**config.mk**
```make
export PLATFORM = sky130hd
export DESIGN_NAME = counting_semaphore_wait_queue_core_flat
export DESIGN_NICKNAME = d
export VERILOG_FILES = /design/src/csq_pkg.sv /design/src/csq_if.sv /design/src/counting_semaphore_wait_queue_core.sv /design/src/flat_wrapper.sv
export SDC_FILE = /design/constraint.sdc
export NUM_CORES = 1
export LEC_CHECK = 0
export BUFFER_PORTS_ARGS = -buffer_cell sky130_fd_sc_hd__clkbuf_2
export CORE_MARGIN = 3
export CORE_UTILIZATION = 55
export CTS_CLUSTER_SIZE = 14
export DETAILED_ROUTE_END_ITERATION = 12
export GPL_TIMING_DRIVEN = 0
export PLACE_DENSITY = 0.73
export SKIP_CTS_REPAIR_TIMING = 1
export SLEW_MARGIN = 20
export SYNTH_ARGS = -nofsm -noshare
export SYNTH_HDL_FRONTEND = slang
export SYNTH_SLANG_ARGS = --single-unit
```
**constraint.sdc**
```tcl
create_clock -name clk -period 4.4 [get_ports clk]
set_input_delay 0.66 -clock clk [delete_from_list [all_inputs] [get_ports clk]]
set_output_delay 0.66 -clock clk [all_outputs]
set_load 0.01 [all_outputs]
```
**src/csq_pkg.sv**
```systemverilog
// ============================================================================
// csq_pkg: shared definitions for the counting semaphore wait queue
// Widths, queue sizing, operation and outcome codes, register map and the
// circular index helper.
// ============================================================================
package csq_pkg;

    // queue sizing
    localparam int QUEUE_DEPTH = 16;
    localparam int ID_BITS     = 8;

    // item field widths
    localparam int OP_BITS       = 2;
    localparam int ID_FIELD_BITS = 8;
    localparam int OUTCOME_BITS  = 3;
    localparam int COUNT_BITS    = 16;

    // stored id width: the id field is eight bits, masked to ID_BITS
    localparam int STORE_BITS = (ID_BITS < ID_FIELD_BITS) ? ID_BITS : ID_FIELD_BITS;

    // pointer and occupancy widths
    localparam int PTR_BITS = (QUEUE_DEPTH > 1) ? $clog2(QUEUE_DEPTH) : 1;
    localparam int CNT_BITS = $clog2(QUEUE_DEPTH + 1);
    localparam int SUM_BITS = CNT_BITS + 1;

    localparam logic [COUNT_BITS-1:0] COUNT_MAX = {COUNT_BITS{1'b1}};

    // configuration port
    localparam int APB_DATA_BITS = 32;
    localparam int APB_ADDR_BITS = 3;
    localparam logic REG_INITIAL_COUNT = 1'b0;

    // operation codes
    localparam logic [OP_BITS-1:0] OP_WAIT   = 2'd0;
    localparam logic [OP_BITS-1:0] OP_POST   = 2'd1;
    localparam logic [OP_BITS-1:0] OP_DELETE = 2'd2;

    typedef enum logic [OUTCOME_BITS-1:0] {
        OUT_GRANTED  = 3'd0,
        OUT_BLOCKED  = 3'd1,
        OUT_RELEASED = 3'd2,
        OUT_COUNTED  = 3'd3,
        OUT_IGNORED  = 3'd4,
        OUT_DELETED  = 3'd5,
        OUT_FULL     = 3'd6
    } outcome_t;

    // (base + off) modulo QUEUE_DEPTH, valid for base + off < 2 * QUEUE_DEPTH
    function automatic logic [PTR_BITS-1:0] wrap_add(
        input logic [PTR_BITS-1:0] base,
        input logic [CNT_BITS-1:0] off
    );
        logic [SUM_BITS-1:0] sum;
        sum = SUM_BITS'(base) + SUM_BITS'(off);
        if (sum >= SUM_BITS'(QUEUE_DEPTH))
        begin
            sum = sum - SUM_BITS'(QUEUE_DEPTH);
        end
        return sum[PTR_BITS-1:0];
    endfunction

endpackage

```
**src/csq_if.sv**
```systemverilog
// ============================================================================
// csq_if: request and response channels
// Valid/ready channels carrying semaphore requests and their result items.
// ============================================================================

// request channel: one semaphore operation per item
interface csq_req_if;
    logic                               valid;
    logic                               ready;
    logic [csq_pkg::OP_BITS-1:0]        operation;
    logic [csq_pkg::ID_FIELD_BITS-1:0]  caller_id;
    logic                               from_handler;

    modport source (output valid, output operation, output caller_id,
                    output from_handler, input ready);
    modport sink   (input valid, input operation, input caller_id,
                    input from_handler, output ready);
endinterface

// response channel: one result item per handshake
interface csq_rsp_if;
    logic                               valid;
    logic                               ready;
    logic [csq_pkg::OUTCOME_BITS-1:0]   outcome;
    logic [csq_pkg::ID_FIELD_BITS-1:0]  released_id;
    logic                               preempt;
    logic                               last;

    modport source (output valid, output outcome, output released_id,
                    output preempt, output last, input ready);
    modport sink   (input valid, input outcome, input released_id,
                    input preempt, input last, output ready);
endinterface

```
**src/counting_semaphore_wait_queue_core.sv**
```systemverilog
// ============================================================================
// counting_semaphore_wait_queue_core: semaphore with FIFO wait queue
// Result path: single-result items appear in the output register in the cycle
//   after accept; a releasing post passes the registered waiter memory read
//   first. Throughput: one item per cycle for grant/block/count/ignore and
//   one delete release per cycle via the memory read port, while the response
//   is taken; a post or delete with waiters holds off new requests until done.
// Reset: asynchronous; count 0, queue empty; waiter memory is not cleared.
// ============================================================================
module counting_semaphore_wait_queue_core (
    input  logic                                clk,
    input  logic                                rst_n,
    input  logic                                psel,
    input  logic                                penable,
    input  logic                                pwrite,
    input  logic [csq_pkg::APB_ADDR_BITS-1:0]   paddr,
    input  logic [csq_pkg::APB_DATA_BITS-1:0]   pwdata,
    output logic [csq_pkg::APB_DATA_BITS-1:0]   prdata,
    output logic                                pready,
    csq_req_if.sink                             req,
    csq_rsp_if.source                           rsp
);

    typedef enum logic [1:0] {
        S_IDLE,
        S_POST,
        S_DEL
    } state_t;

    state_t                               state_reg, state_next;
    logic [csq_pkg::COUNT_BITS-1:0]       initial_count_reg;
    logic [csq_pkg::COUNT_BITS-1:0]       grant_count_reg, grant_count_next;
    logic [csq_pkg::PTR_BITS-1:0]         queue_head_reg, queue_head_next;
    logic [csq_pkg::CNT_BITS-1:0]         waiter_total_reg, waiter_total_next;
    logic [csq_pkg::PTR_BITS-1:0]         del_idx_reg, del_idx_next;

    logic                                 out_valid_reg, out_valid_next;
    csq_pkg::outcome_t                    out_outcome_reg, out_outcome_next;
    logic [csq_pkg::ID_FIELD_BITS-1:0]    out_id_reg, out_id_next;
    logic                                 out_preempt_reg, out_preempt_next;
    logic                                 out_last_reg, out_last_next;

    // waiter memory, one write and one registered read port
    logic [csq_pkg::STORE_BITS-1:0]       waiter_mem [csq_pkg::QUEUE_DEPTH];
    logic [csq_pkg::STORE_BITS-1:0]       rdata_reg;
    logic                                 mem_we, mem_re;
    logic [csq_pkg::PTR_BITS-1:0]         mem_waddr, mem_raddr;
    logic [csq_pkg::STORE_BITS-1:0]       mem_wdata;

    logic                                 cfg_hit, cfg_write, accept, out_free;

    // configuration register
    assign pready    = 1'b1;
    assign cfg_hit   = (paddr[csq_pkg::APB_ADDR_BITS-1:2] == csq_pkg::REG_INITIAL_COUNT);
    assign cfg_write = psel && penable && pwrite && pready && cfg_hit;
    assign prdata    = cfg_hit ? csq_pkg::APB_DATA_BITS'(initial_count_reg) : '0;

    always_ff @(posedge clk or negedge rst_n)
    begin
        if (!rst_n)
        begin
            initial_count_reg <= '0;
        end
        else if (cfg_write)
        begin
            initial_count_reg <= pwdata[csq_pkg::COUNT_BITS-1:0];
        end
    end

    // handshakes
    assign out_free  = !out_valid_reg || rsp.ready;
    assign req.ready = (state_reg == S_IDLE) && out_free;
    assign accept    = req.valid && req.ready;

    assign rsp.valid       = out_valid_reg;
    assign rsp.outcome     = out_outcome_reg;
    assign rsp.released_id = out_id_reg;
    assign rsp.preempt     = out_preempt_reg;
    assign rsp.last        = out_last_reg;

    // operation sequencing; writes and reads of one entry never share a cycle
    always_comb
    begin
        state_next        = state_reg;
        grant_count_next  = grant_count_reg;
        queue_head_next   = queue_head_reg;
        waiter_total_next = waiter_total_reg;
        del_idx_next      = del_idx_reg;
        out_valid_next    = out_valid_reg && !rsp.ready;
        out_outcome_next  = out_outcome_reg;
        out_id_next       = out_id_reg;
        out_preempt_next  = out_preempt_reg;
        out_last_next     = out_last_reg;
        mem_we            = 1'b0;
        mem_re            = 1'b0;
        mem_waddr         = csq_pkg::wrap_add(queue_head_reg, waiter_total_reg);
        mem_wdata         = req.caller_id[csq_pkg::STORE_BITS-1:0];
        mem_raddr         = queue_head_reg;

        unique case (state_reg)
            S_IDLE:
            begin
                if (accept)
                begin
                    out_valid_next   = 1'b1;
                    out_id_next      = '0;
                    out_preempt_next = 1'b0;
                    out_last_next    = 1'b1;
                    out_outcome_next = csq_pkg::OUT_IGNORED;
                    if (!req.from_handler)
                    begin
                        unique case (req.operation)
                            csq_pkg::OP_WAIT:
                            begin
                                if (grant_count_reg != '0)
                                begin
                                    grant_count_next = grant_count_reg - 1'b1;
                                    out_outcome_next = csq_pkg::OUT_GRANTED;
                                end
                                else if (waiter_total_reg <
                                         csq_pkg::CNT_BITS'(csq_pkg::QUEUE_DEPTH))
                                begin
                                    mem_we            = 1'b1;
                                    waiter_total_next = waiter_total_reg + 1'b1;
                                    out_outcome_next  = csq_pkg::OUT_BLOCKED;
                                    out_preempt_next  = 1'b1;
                                end
                                else
                                begin
                                    out_outcome_next = csq_pkg::OUT_FULL;
                                end
                            end
                            csq_pkg::OP_POST:
                            begin
                                if (waiter_total_reg != '0)
                                begin
                                    // release comes out after the memory read
                                    out_valid_next    = 1'b0;
                                    mem_re            = 1'b1;
                                    queue_head_next   = csq_pkg::wrap_add(
                                        queue_head_reg, csq_pkg::CNT_BITS'(1));
                                    waiter_total_next = waiter_total_reg - 1'b1;
                                    state_next        = S_POST;
                                end
                                else
                                begin
                                    if (grant_count_reg != csq_pkg::COUNT_MAX)
                                    begin
                                        grant_count_next = grant_count_reg + 1'b1;
                                    end
                                    out_outcome_next = csq_pkg::OUT_COUNTED;
                                end
                            end
                            csq_pkg::OP_DELETE:
                            begin
                                if (waiter_total_reg != '0)
                                begin
                                    // walk from the newest waiter back
                                    out_valid_next = 1'b0;
                                    mem_re         = 1'b1;
                                    mem_raddr      = csq_pkg::wrap_add(queue_head_reg,
                                                     waiter_total_reg - 1'b1);
                                    del_idx_next   = csq_pkg::PTR_BITS'(
                                                     waiter_total_reg - 1'b1);
                                    state_next     = S_DEL;
                                end
                                else
                                begin
                                    out_outcome_next  = csq_pkg::OUT_DELETED;
                                    queue_head_next   = '0;
                                    grant_count_next  = initial_count_reg;
                                end
                            end
                            default:
                            begin
                                out_outcome_next = csq_pkg::OUT_IGNORED;
                            end
                        endcase
                    end
                end
            end
            S_POST:
            begin
                // output register was freed at accept
                out_valid_next   = 1'b1;
                out_outcome_next = csq_pkg::OUT_RELEASED;
                out_id_next      = csq_pkg::ID_FIELD_BITS'(rdata_reg);
                out_preempt_next = 1'b1;
                out_last_next    = 1'b1;
                state_next       = S_IDLE;
            end
            S_DEL:
            begin
                if (out_free)
                begin
                    out_valid_next   = 1'b1;
                    out_outcome_next = csq_pkg::OUT_RELEASED;
                    out_id_next      = csq_pkg::ID_FIELD_BITS'(rdata_reg);
                    out_preempt_next = 1'b0;
                    out_last_next    = (del_idx_reg == '0);
                    if (del_idx_reg == '0)
                    begin
                        queue_head_next   = '0;
                        waiter_total_next = '0;
                        grant_count_next  = initial_count_reg;
                        state_next        = S_IDLE;
                    end
                    else
                    begin
                        del_idx_next = del_idx_reg - 1'b1;
                        mem_re       = 1'b1;
                        mem_raddr    = csq_pkg::wrap_add(queue_head_reg,
                                       csq_pkg::CNT_BITS'(del_idx_reg - 1'b1));
                    end
                end
            end
            default:
            begin
                state_next = S_IDLE;
            end
        endcase
    end

    // state and output register
    always_ff @(posedge clk or negedge rst_n)
    begin
        if (!rst_n)
        begin
            state_reg        <= S_IDLE;
            grant_count_reg  <= '0;
            queue_head_reg   <= '0;
            waiter_total_reg <= '0;
            del_idx_reg      <= '0;
            out_valid_reg    <= 1'b0;
            out_outcome_reg  <= csq_pkg::OUT_GRANTED;
            out_id_reg       <= '0;
            out_preempt_reg  <= 1'b0;
            out_last_reg     <= 1'b0;
        end
        else
        begin
            state_reg        <= state_next;
            grant_count_reg  <= grant_count_next;
            queue_head_reg   <= queue_head_next;
            waiter_total_reg <= waiter_total_next;
            del_idx_reg      <= del_idx_next;
            out_valid_reg    <= out_valid_next;
            out_outcome_reg  <= out_outcome_next;
            out_id_reg       <= out_id_next;
            out_preempt_reg  <= out_preempt_next;
            out_last_reg     <= out_last_next;
        end
    end

    // waiter memory
    always_ff @(posedge clk)
    begin
        if (mem_we)
        begin
            waiter_mem[mem_waddr] <= mem_wdata;
        end
        if (mem_re)
        begin
            rdata_reg <= waiter_mem[mem_raddr];
        end
    end

`ifndef SYNTHESIS
    // occupancy never exceeds the queue
    assert property (@(posedge clk) disable iff (!rst_n)
        waiter_total_reg <= csq_pkg::CNT_BITS'(csq_pkg::QUEUE_DEPTH))
        else $error("waiter count above queue depth");

    // every queue write reports a blocked caller
    assert property (@(posedge clk) disable iff (!rst_n)
        mem_we |=> out_valid_reg && (out_outcome_reg == csq_pkg::OUT_BLOCKED))
        else $error("queue write without blocked result");

    // the pending release always finds the output register empty
    assert property (@(posedge clk) disable iff (!rst_n)
        (state_reg == S_POST) |-> !out_valid_reg)
        else $error("post release would overwrite a pending result");

    // the final delete release leaves the queue empty
    assert property (@(posedge clk) disable iff (!rst_n)
        (state_reg == S_DEL) && out_free && (del_idx_reg == '0) |=>
        (waiter_total_reg == '0) && (queue_head_reg == '0) && out_last_reg)
        else $error("delete did not empty the queue");
`endif

endmodule
```
**src/flat_wrapper.sv**
```systemverilog
// flat-port wrapper written by rule: the top's interface ports become plain ports
module counting_semaphore_wait_queue_core_flat 
  (clk, rst_n, psel, penable, pwrite, paddr, pwdata, prdata, pready, req_valid, req_operation, req_caller_id, req_from_handler, req_ready, rsp_valid, rsp_outcome, rsp_released_id, rsp_preempt, rsp_last, rsp_ready);
  csq_req_if req_i ();
  csq_rsp_if rsp_i ();
  input  logic clk;
  input  logic rst_n;
  input  logic psel;
  input  logic penable;
  input  logic pwrite;
  input  logic [csq_pkg::APB_ADDR_BITS-1:0] paddr;
  input  logic [csq_pkg::APB_DATA_BITS-1:0] pwdata;
  output logic [csq_pkg::APB_DATA_BITS-1:0] prdata;
  output logic pready;
  input wire logic [$bits(req_i.valid)-1:0] req_valid;
  input wire logic [$bits(req_i.operation)-1:0] req_operation;
  input wire logic [$bits(req_i.caller_id)-1:0] req_caller_id;
  input wire logic [$bits(req_i.from_handler)-1:0] req_from_handler;
  output wire logic [$bits(req_i.ready)-1:0] req_ready;
  output wire logic [$bits(rsp_i.valid)-1:0] rsp_valid;
  output wire logic [$bits(rsp_i.outcome)-1:0] rsp_outcome;
  output wire logic [$bits(rsp_i.released_id)-1:0] rsp_released_id;
  output wire logic [$bits(rsp_i.preempt)-1:0] rsp_preempt;
  output wire logic [$bits(rsp_i.last)-1:0] rsp_last;
  input wire logic [$bits(rsp_i.ready)-1:0] rsp_ready;
  assign req_i.valid = req_valid;
  assign req_i.operation = req_operation;
  assign req_i.caller_id = req_caller_id;
  assign req_i.from_handler = req_from_handler;
  assign req_ready = req_i.ready;
  assign rsp_valid = rsp_i.valid;
  assign rsp_outcome = rsp_i.outcome;
  assign rsp_released_id = rsp_i.released_id;
  assign rsp_preempt = rsp_i.preempt;
  assign rsp_last = rsp_i.last;
  assign rsp_i.ready = rsp_ready;
  counting_semaphore_wait_queue_core u_core (.clk(clk), .rst_n(rst_n), .psel(psel), .penable(penable), .pwrite(pwrite), .paddr(paddr), .pwdata(pwdata), .prdata(prdata), .pready(pready), .req(req_i), .rsp(rsp_i));
endmodule
```
==> results of run 1 <==
==> area by class of cell <==
cell class	count	area, sq um	area share (%)
Inverter	21	78.83	0.6977
Buffer	55	314.1	2.780
Multi-Input combinational cell	570	4046	35.81
Timing Repair Buffer	66	355.3	3.145
Sequential cell	197	5610	49.66
Clock buffer	17	425.4	3.765
Tap cell	225	281.5	2.492
Clock inverter	15	186.4	1.650
==> stage by stage <==
stage / instances / setup slack (ns) / total power, W / hold slack, ns
6_report: 1166 / 0.3897 / 0.007397 / 0.08550
5_1_grt: 1166 / 0.07237 / 0.007879 / 0.08060
4_1_cts: 1166 / 0.4227 / 0.007389 / 0.07708
3_5_place_dp: 1134 / 0.1661 / 0.005820 / 0.4573
3_3_place_gp: 1133 / 0.1762 / 0.005757 / 0.4505
2_1_floorplan: 843 / 0.9254 / 0.004930 / 0.3644
==> cell usage after synthesis (8+ instances only) <==
| cell | count |
|---|---|
| a2111oi_0 | 16 |
| nand3_1 | 25 |
| nor3_1 | 8 |
| and3_1 | 22 |
| inv_1 | 21 |
| a21o_1 | 9 |
| nor2b_1 | 20 |
| xnor2_1 | 12 |
| mux4_1 | 9 |
| clkbuf_1 | 28 |
| a21oi_1 | 45 |
| o21ai_0 | 33 |
| buf_4 | 19 |
| edfxtp_1 | 136 |
| nor2_1 | 54 |
| a31oi_1 | 8 |
| dfrtp_1 | 61 |
| ha_1 | 36 |
| a211oi_1 | 22 |
| nand2_1 | 85 |
| xor2_1 | 9 |
| mux2_2 | 26 |
| a211o_1 | 8 |
==> worst max-delay path by stage <==
stage / from / endpoint / slack [ns] / cells after the start
4_1_cts: u_core.waiter_total_reg[0] / u_core.rdata_reg[0] / 0.42 / 10
2_1_floorplan: req_operation[1] / u_core.grant_count_reg[14] / 0.93 / 12
3_5_place_dp: req_operation[1] / u_core.grant_count_reg[14] / 0.17 / 13
6_report: u_core.state_reg[0] / u_core.rdata_reg[7] / 0.39 / 11
5_1_grt: u_core.state_reg[0] / u_core.rdata_reg[7] / 0.07 / 11
3_3_place_gp: req_operation[1] / u_core.grant_count_reg[14] / 0.18 / 13
==> metal layers <==
metal	up-vias	routed length (microns)	share of wire (%)
li1	3290	-	-
met3	53	1293	5.8
met1	3336	9876	44
met2	270	10670	48
met5	-	0	0
met4	0	621	2.8
==> cell families after synthesis <==
family | count (synthesis)
xor+xnor | 21
compound gates | 189
simple gates | 260
flops | 197
buf+inv | 76
fa+ha+maj | 40
mux | 43
other cells | 2
==> power groups by stage <==
stage | sequential, W | combinational (W) | clock [W]
6_report | 0.00249 | 0.00336 | 0.00155
5_1_grt | 0.00252 | 0.00372 | 0.00164
4_1_cts | 0.00248 | 0.00334 | 0.00157
3_5_place_dp | 0.00252 | 0.00330 | 0
3_3_place_gp | 0.00251 | 0.00325 | 0
2_1_floorplan | 0.00247 | 0.00246 | 0
==> worst reg2reg max path, stage by stage (launching register included) <==
cell	delay (ns)
dfrtp_1	0.41
inv_1	0.10
ha_1	0.18
clkbuf_1	0.37
inv_1	0.23
o221ai_1	0.44
o21ai_0	0.16
nand2_1	0.29
clkbuf_1	0.54
mux4_1	0.40
mux2_2	0.31
a211o_1	0.32
==> impl_metrics.json, run 1 <==
{
  "status": "finished, final reports clean",
  "slew_viol_final": 0,
  "first_pass_iters": 5,
  "rows": 48,
  "io_pins": 101,
  "crit_path_start_kind": "flip-flop",
  "overflow": 0,
  "largest_register_ffs": 128,
  "drive_gt1_share_pct": 17.75,
  "synth_cell_types": 75,
  "fillers": 1335,
  "p_sw_share_pct": 40.53,
  "synth_warnings": 0,
  "place_congestion": 0.8832,
  "worstReg2RegStart": "u_core.state_reg[0]",
  "synth_top_area_cell": "edfxtp_1",
  "clk_pin_slew_ns": 0.08,
  "p_leak_nw": 4.471,
  "die_height_microns": 140.8,
  "required_ns": 4.58,
  "placeableCoreArea_sq_mm": 0.01754,
  "totalNegativeSetupSlack_ns": 0,
  "finalCriticalPeriod_ns": 4.010,
  "critPathMaxFanout": 10,
  "synth_top_family_by_area": "compound AO/OA/AOI/OAI gates",
  "drt-vias-per-instance": 5.960,
  "grtUsageMet1_pct": 31.01,
  "grt_usage_pct": 22.91,
  "seqPwrFrac_pct": 33.6,
  "synth_compound_area_share_pct": 13.02,
  "place_hpwl_microns": 15910,
  "drc": 0,
  "clock_skew_ns": 0.01342,
  "min_path_type": "primary input to asynchronous set/reset pin",
  "worst_pin_slew_ns": 1.020,
  "finish.instance_area_sq_mm": 0.01130,
  "io_buffers": 65,
  "hold_viol": 0,
  "wirelength_microns": 22460,
  "p_per_area_mw_per_mm2": 654.7,
  "ant_nets": 0,
  "wl_per_cell_microns": 19.27,
  "cts_sinks": 197,
  "areaGrowthSynthToFinish_pct": 13.06,
  "grtUsageMet3_pct": 4.376,
  "worst_r2r_endpoint": "u_core.rdata_reg[7]",
  "layout_commonest_cell": "edfxtp_1",
  "timing.slew.headroom_pct": 31.76,
  "synth_edf_count": 136,
  "die_area_sq_mm": 0.01982,
  "p_sw_w": 0.002998,
  "comb_power_share_pct": 45.4,
  "diodes": 0,
  "critPathSlowestCell": "clkbuf_1",
  "finalSetupViolCount": 0,
  "path_class": "flip-flop to flip-flop",
  "cts_root_buffer": "clkbuf_16",
  "cts_buffers": 17,
  "p_int_w": 0.004399,
  "power_frac_clock_pct": 21.0,
  "synthesis.area_sq_mm": 0.009993,
  "synthAdderAreaFrac_pct": 5.309,
  "async_flop_share_pct": 30.96,
  "post-route-period-util_pct": 91.14,
  "grt_max_degree": 52,
  "cap_violations": 0,
  "netlist_instances": 828,
  "drt-initial-drc-count": 411,
  "grt_pass1_vias": 6672,
  "rsz0062_at_grt": "false",
  "htreeDepth": 4,
  "dpl_cell_area_sq_mm": 0.01069,
  "final_cell_mix": "136 x edfxtp_1, 85 x nand2_1, 64 x clkbuf_2",
  "met2_usage_pct": 37.20,
  "synth-xor-area-share_pct": 1.840,
  "yosys.area_share.simple_pct": 12.83,
  "cpPeakStageDelay_ns": 0.54,
  "max_freq_mhz": 249.4,
  "yosysSeqAreaShare_pct": 56.14,
  "nets": 1021,
  "path_cells": "inv_1, ha_1, clkbuf_1, inv_1, o221ai_1, o21ai_0, nand2_1, clkbuf_1, mux4_1, mux2_2, a211o_1",
  "die_w_microns": 140.8,
  "post-route-util_pct": 64.43,
  "synth_top_cell_area_share_pct": 40.87,
  "synth_ff_type": "edfxtp_1",
  "syn_area_per_cell_sq_um": 12.07,
  "critPathBufInv": 4,
  "synth.top_cells.by_area": "edfxtp_1 41%, dfrtp_1 15%, ha_1 4.5%, nand2_1 3.2%, mux2_2 2.9%",
  "arrival_ns": 4.19,
  "antenna_found_initial": 0,
  "synth_mux_area_share_pct": 6.849,
  "r2r_slack_ns": 0.39,
  "grt_pass1_wl_microns": 35360,
  "start_util_pct": 56.98,
  "max-vdd-ir-drop_v": 0.0003364,
  "cp_top_family": "buffers and inverters",
  "rr_worst_depth": 11,
  "cts_tree": "yes",
  "cts_buffer_depth": 2,
  "crit_path_end_kind": "flip-flop",
  "vias": 6949,
  "ys_ff_latch": 197,
  "grt-busiest-layer": "met2",
  "worstSkewPairLatency_ns": 0.44
}
Note: power is estimated with default switching activity, not from simulation.
==> run 2, diff against run 1 <==
--- a/config.mk
+++ b/config.mk
@@ -7,10 +7,12 @@
 export LEC_CHECK = 0
 export BUFFER_PORTS_ARGS = -buffer_cell sky130_fd_sc_hd__clkbuf_2
+export CELL_PAD_IN_SITES_DETAIL_PLACEMENT = 2
+export CELL_PAD_IN_SITES_GLOBAL_PLACEMENT = 2
 export CORE_MARGIN = 3
-export CORE_UTILIZATION = 55
+export CORE_UTILIZATION = 40
 export CTS_CLUSTER_SIZE = 14
 export DETAILED_ROUTE_END_ITERATION = 12
 export GPL_TIMING_DRIVEN = 0
-export PLACE_DENSITY = 0.73
+export PLACE_DENSITY = 0.75
 export SKIP_CTS_REPAIR_TIMING = 1
 export SLEW_MARGIN = 20
==> constraint.sdc (replaced) <==
create_clock -name clk -period 4.4 [get_ports clk]
set_input_delay 0.66 -clock clk [delete_from_list [all_inputs] [get_ports clk]]
set_output_delay 0.66 -clock clk [all_outputs]
set_load 0.05 [all_outputs]
==> run 2 against run 1 <==
Effect of this change:
- via count is 6.4% higher
- critical path depth is 1 higher
- sequential cell count stayed put
- combinational power is 18% higher
- first-iteration DRC count is 4.1% higher
- clock skew is 0.0050 ns higher
- global-route usage is 1.2 points higher
- die area is 36% higher
==> impl_metrics.json, run 2 (same netlist as run 1, synthesis figures left out) <==
{
  "status": "finished, final reports clean",
  "cpPeakStageDelay_ns": 0.50,
  "p_sw_share_pct": 45.13,
  "max-vdd-ir-drop_v": 0.0002476,
  "p_leak_nw": 4.514,
  "max_freq_mhz": 242.6,
  "stdcell_count": 1272,
  "grt_pass1_wl_microns": 48630,
  "slew_viol_final": 0,
  "required_ns": 4.56,
  "areaGrowthSynthToFinish_pct": 15.12,
  "crit_path_start_kind": "flip-flop",
  "seqPwrFrac_pct": 30.8,
  "power_frac_clock_pct": 20.7,
  "clock_skew_ns": 0.01845,
  "dpl_cell_area_sq_mm": 0.01080,
  "place_hpwl_microns": 23050,
  "rsz0062_at_grt": "false",
  "first_pass_iters": 4,
  "nets": 1027,
  "cts_buffers": 17,
  "rows": 57,
  "min_path_type": "primary input to asynchronous set/reset pin",
  "grt_usage_pct": 24.15,
  "totalNegativeSetupSlack_ns": 0,
  "drt-vias-per-instance": 5.812,
  "clk_pin_slew_ns": 0.09,
  "path_cells": "inv_1, ha_1, clkbuf_1, inv_1, o221ai_1, o21ai_0, nand2_1, clkbuf_2, clkbuf_1, nand2_1, o22ai_1, o22ai_1",
  "largest_register_ffs": 128,
  "final_cell_mix": "136 x edfxtp_1, 85 x nand2_1, 65 x clkbuf_2",
  "p_int_w": 0.004495,
  "cp-startpoint": "u_core.state_reg[0]",
  "arrival_ns": 4.28,
  "critPathBufInv": 5,
  "cts_root_buffer": "clkbuf_16",
  "drt-initial-drc-count": 428,
  "critPathSlowestCell": "clkbuf_1",
  "finalSetupViolCount": 0,
  "cp_top_family": "buffers and inverters",
  "grt_pass1_vias": 8057,
  "p_per_area_mw_per_mm2": 712.0,
  "cts_buffer_depth": 2,
  "worst_pin_slew_ns": 1.156,
  "wirelength_microns": 31990,
  "antenna_found_initial": 0,
  "comb_power_share_pct": 48.5,
  "placeableCoreArea_sq_mm": 0.02446,
  "post-route-util_pct": 47.03,
  "overflow": 0,
  "timing.slew.headroom_pct": 22.66,
  "p_sw_w": 0.003697,
  "dp.cells": 1233,
  "cts_sinks": 197,
  "vias": 7393,
  "path_class": "flip-flop to flip-flop",
  "io_pins": 101,
  "htreeDepth": 4,
  "start_util_pct": 40.85,
  "layout_commonest_cell": "edfxtp_1",
  "io_buffers": 65,
  "hold_viol": 0,
  "worstReg2RegStart": "u_core.state_reg[0]",
  "die_height_microns": 164.1,
  "place_congestion": 0.8018,
  "cts_tree": "yes",
  "die_area_sq_mm": 0.02692,
  "drive_gt1_share_pct": 18.69,
  "finalCriticalPeriod_ns": 4.121,
  "die_w_microns": 164.1,
  "drc": 0,
  "ant_nets": 0,
  "critPathMaxFanout": 10,
  "finish.instance_area_sq_mm": 0.01150,
  "cap_violations": 0,
  "worstSkewPairLatency_ns": 0.45,
  "grt_max_degree": 36,
  "wl_per_cell_microns": 25.15,
  "post-route-period-util_pct": 93.67,
  "power_w": 0.008192,
  "crit_path_end_kind": "flip-flop"
}
run 2: cell types whose count changed in the layout (fill, tap and decap cells not counted), sizes merged:
cell and change:
buf +6, clkinv -4, inv +3, bufinv +1, diode +1
run 2: final timing paths:
path / endpoint / slack, ns / depth (start not counted)
max: u_core.rdata_reg[5] / 0.28 / 12
min: u_core.grant_count_reg[10] / 0.13 / 1
max reg2reg: u_core.rdata_reg[5] / 0.28 / 12
min reg2reg: u_core.rsp.released_id[6] / 0.47 / 2
max in group asynchronous: u_core.waiter_total_reg[2] / 3.71 / 2
min in group clk: u_core.initial_count_reg[11] / 0.44 / 2
run 2: per-stage QoR:
| stage | hold WS, ns | worst slack (ns) |
|---|---|---|
| floorplan | 0.3644 | 0.9254 |
| global placement | 0.4519 | 0.01448 |
| detailed placement | 0.4556 | -0.1779 |
| CTS | 0.1454 | 0.08968 |
| global route | 0.1576 | 0.02941 |
| finish | 0.1349 | 0.2786 |
run 2: power by group through the flow:
stage | clock network, W | registers [W] | logic [W]
floorplan | 0 | 0.00259 | 0.00257
global placement | 0 | 0.00253 | 0.00362
detailed placement | 0 | 0.00255 | 0.00387
CTS | 0.00172 | 0.00252 | 0.00395
global route | 0.00179 | 0.00255 | 0.00433
finish | 0.00170 | 0.00252 | 0.00397
run 2: layer usage:
| metal | vias to the layer above | share of wire [%] | global-route usage [%] | routed length, microns |
|---|---|---|---|---|
| met5 | - | 0 | 0 | 0 |
| met4 | 0 | 1.8 | 6.805 | 586 |
| met3 | 42 | 3.9 | 3.556 | 1250 |
| met2 | 186 | 51 | 43.35 | 16430 |
| met1 | 3860 | 43 | 30.26 | 13730 |
| li1 | 3305 | - | - | - |
run 2: layout make-up:
type | instances | area (sq um)
multi-input combinational | 570 | 4055
timing repair buffer | 72 | 392.9
tap | 324 | 405.4
clock buffer | 17 | 425.4
antenna | 1 | 2.502
clock inverter | 15 | 215.2
fill | 2462 | 12960
sequential | 197 | 5610
inverter | 21 | 82.58
buffer | 55 | 315.3
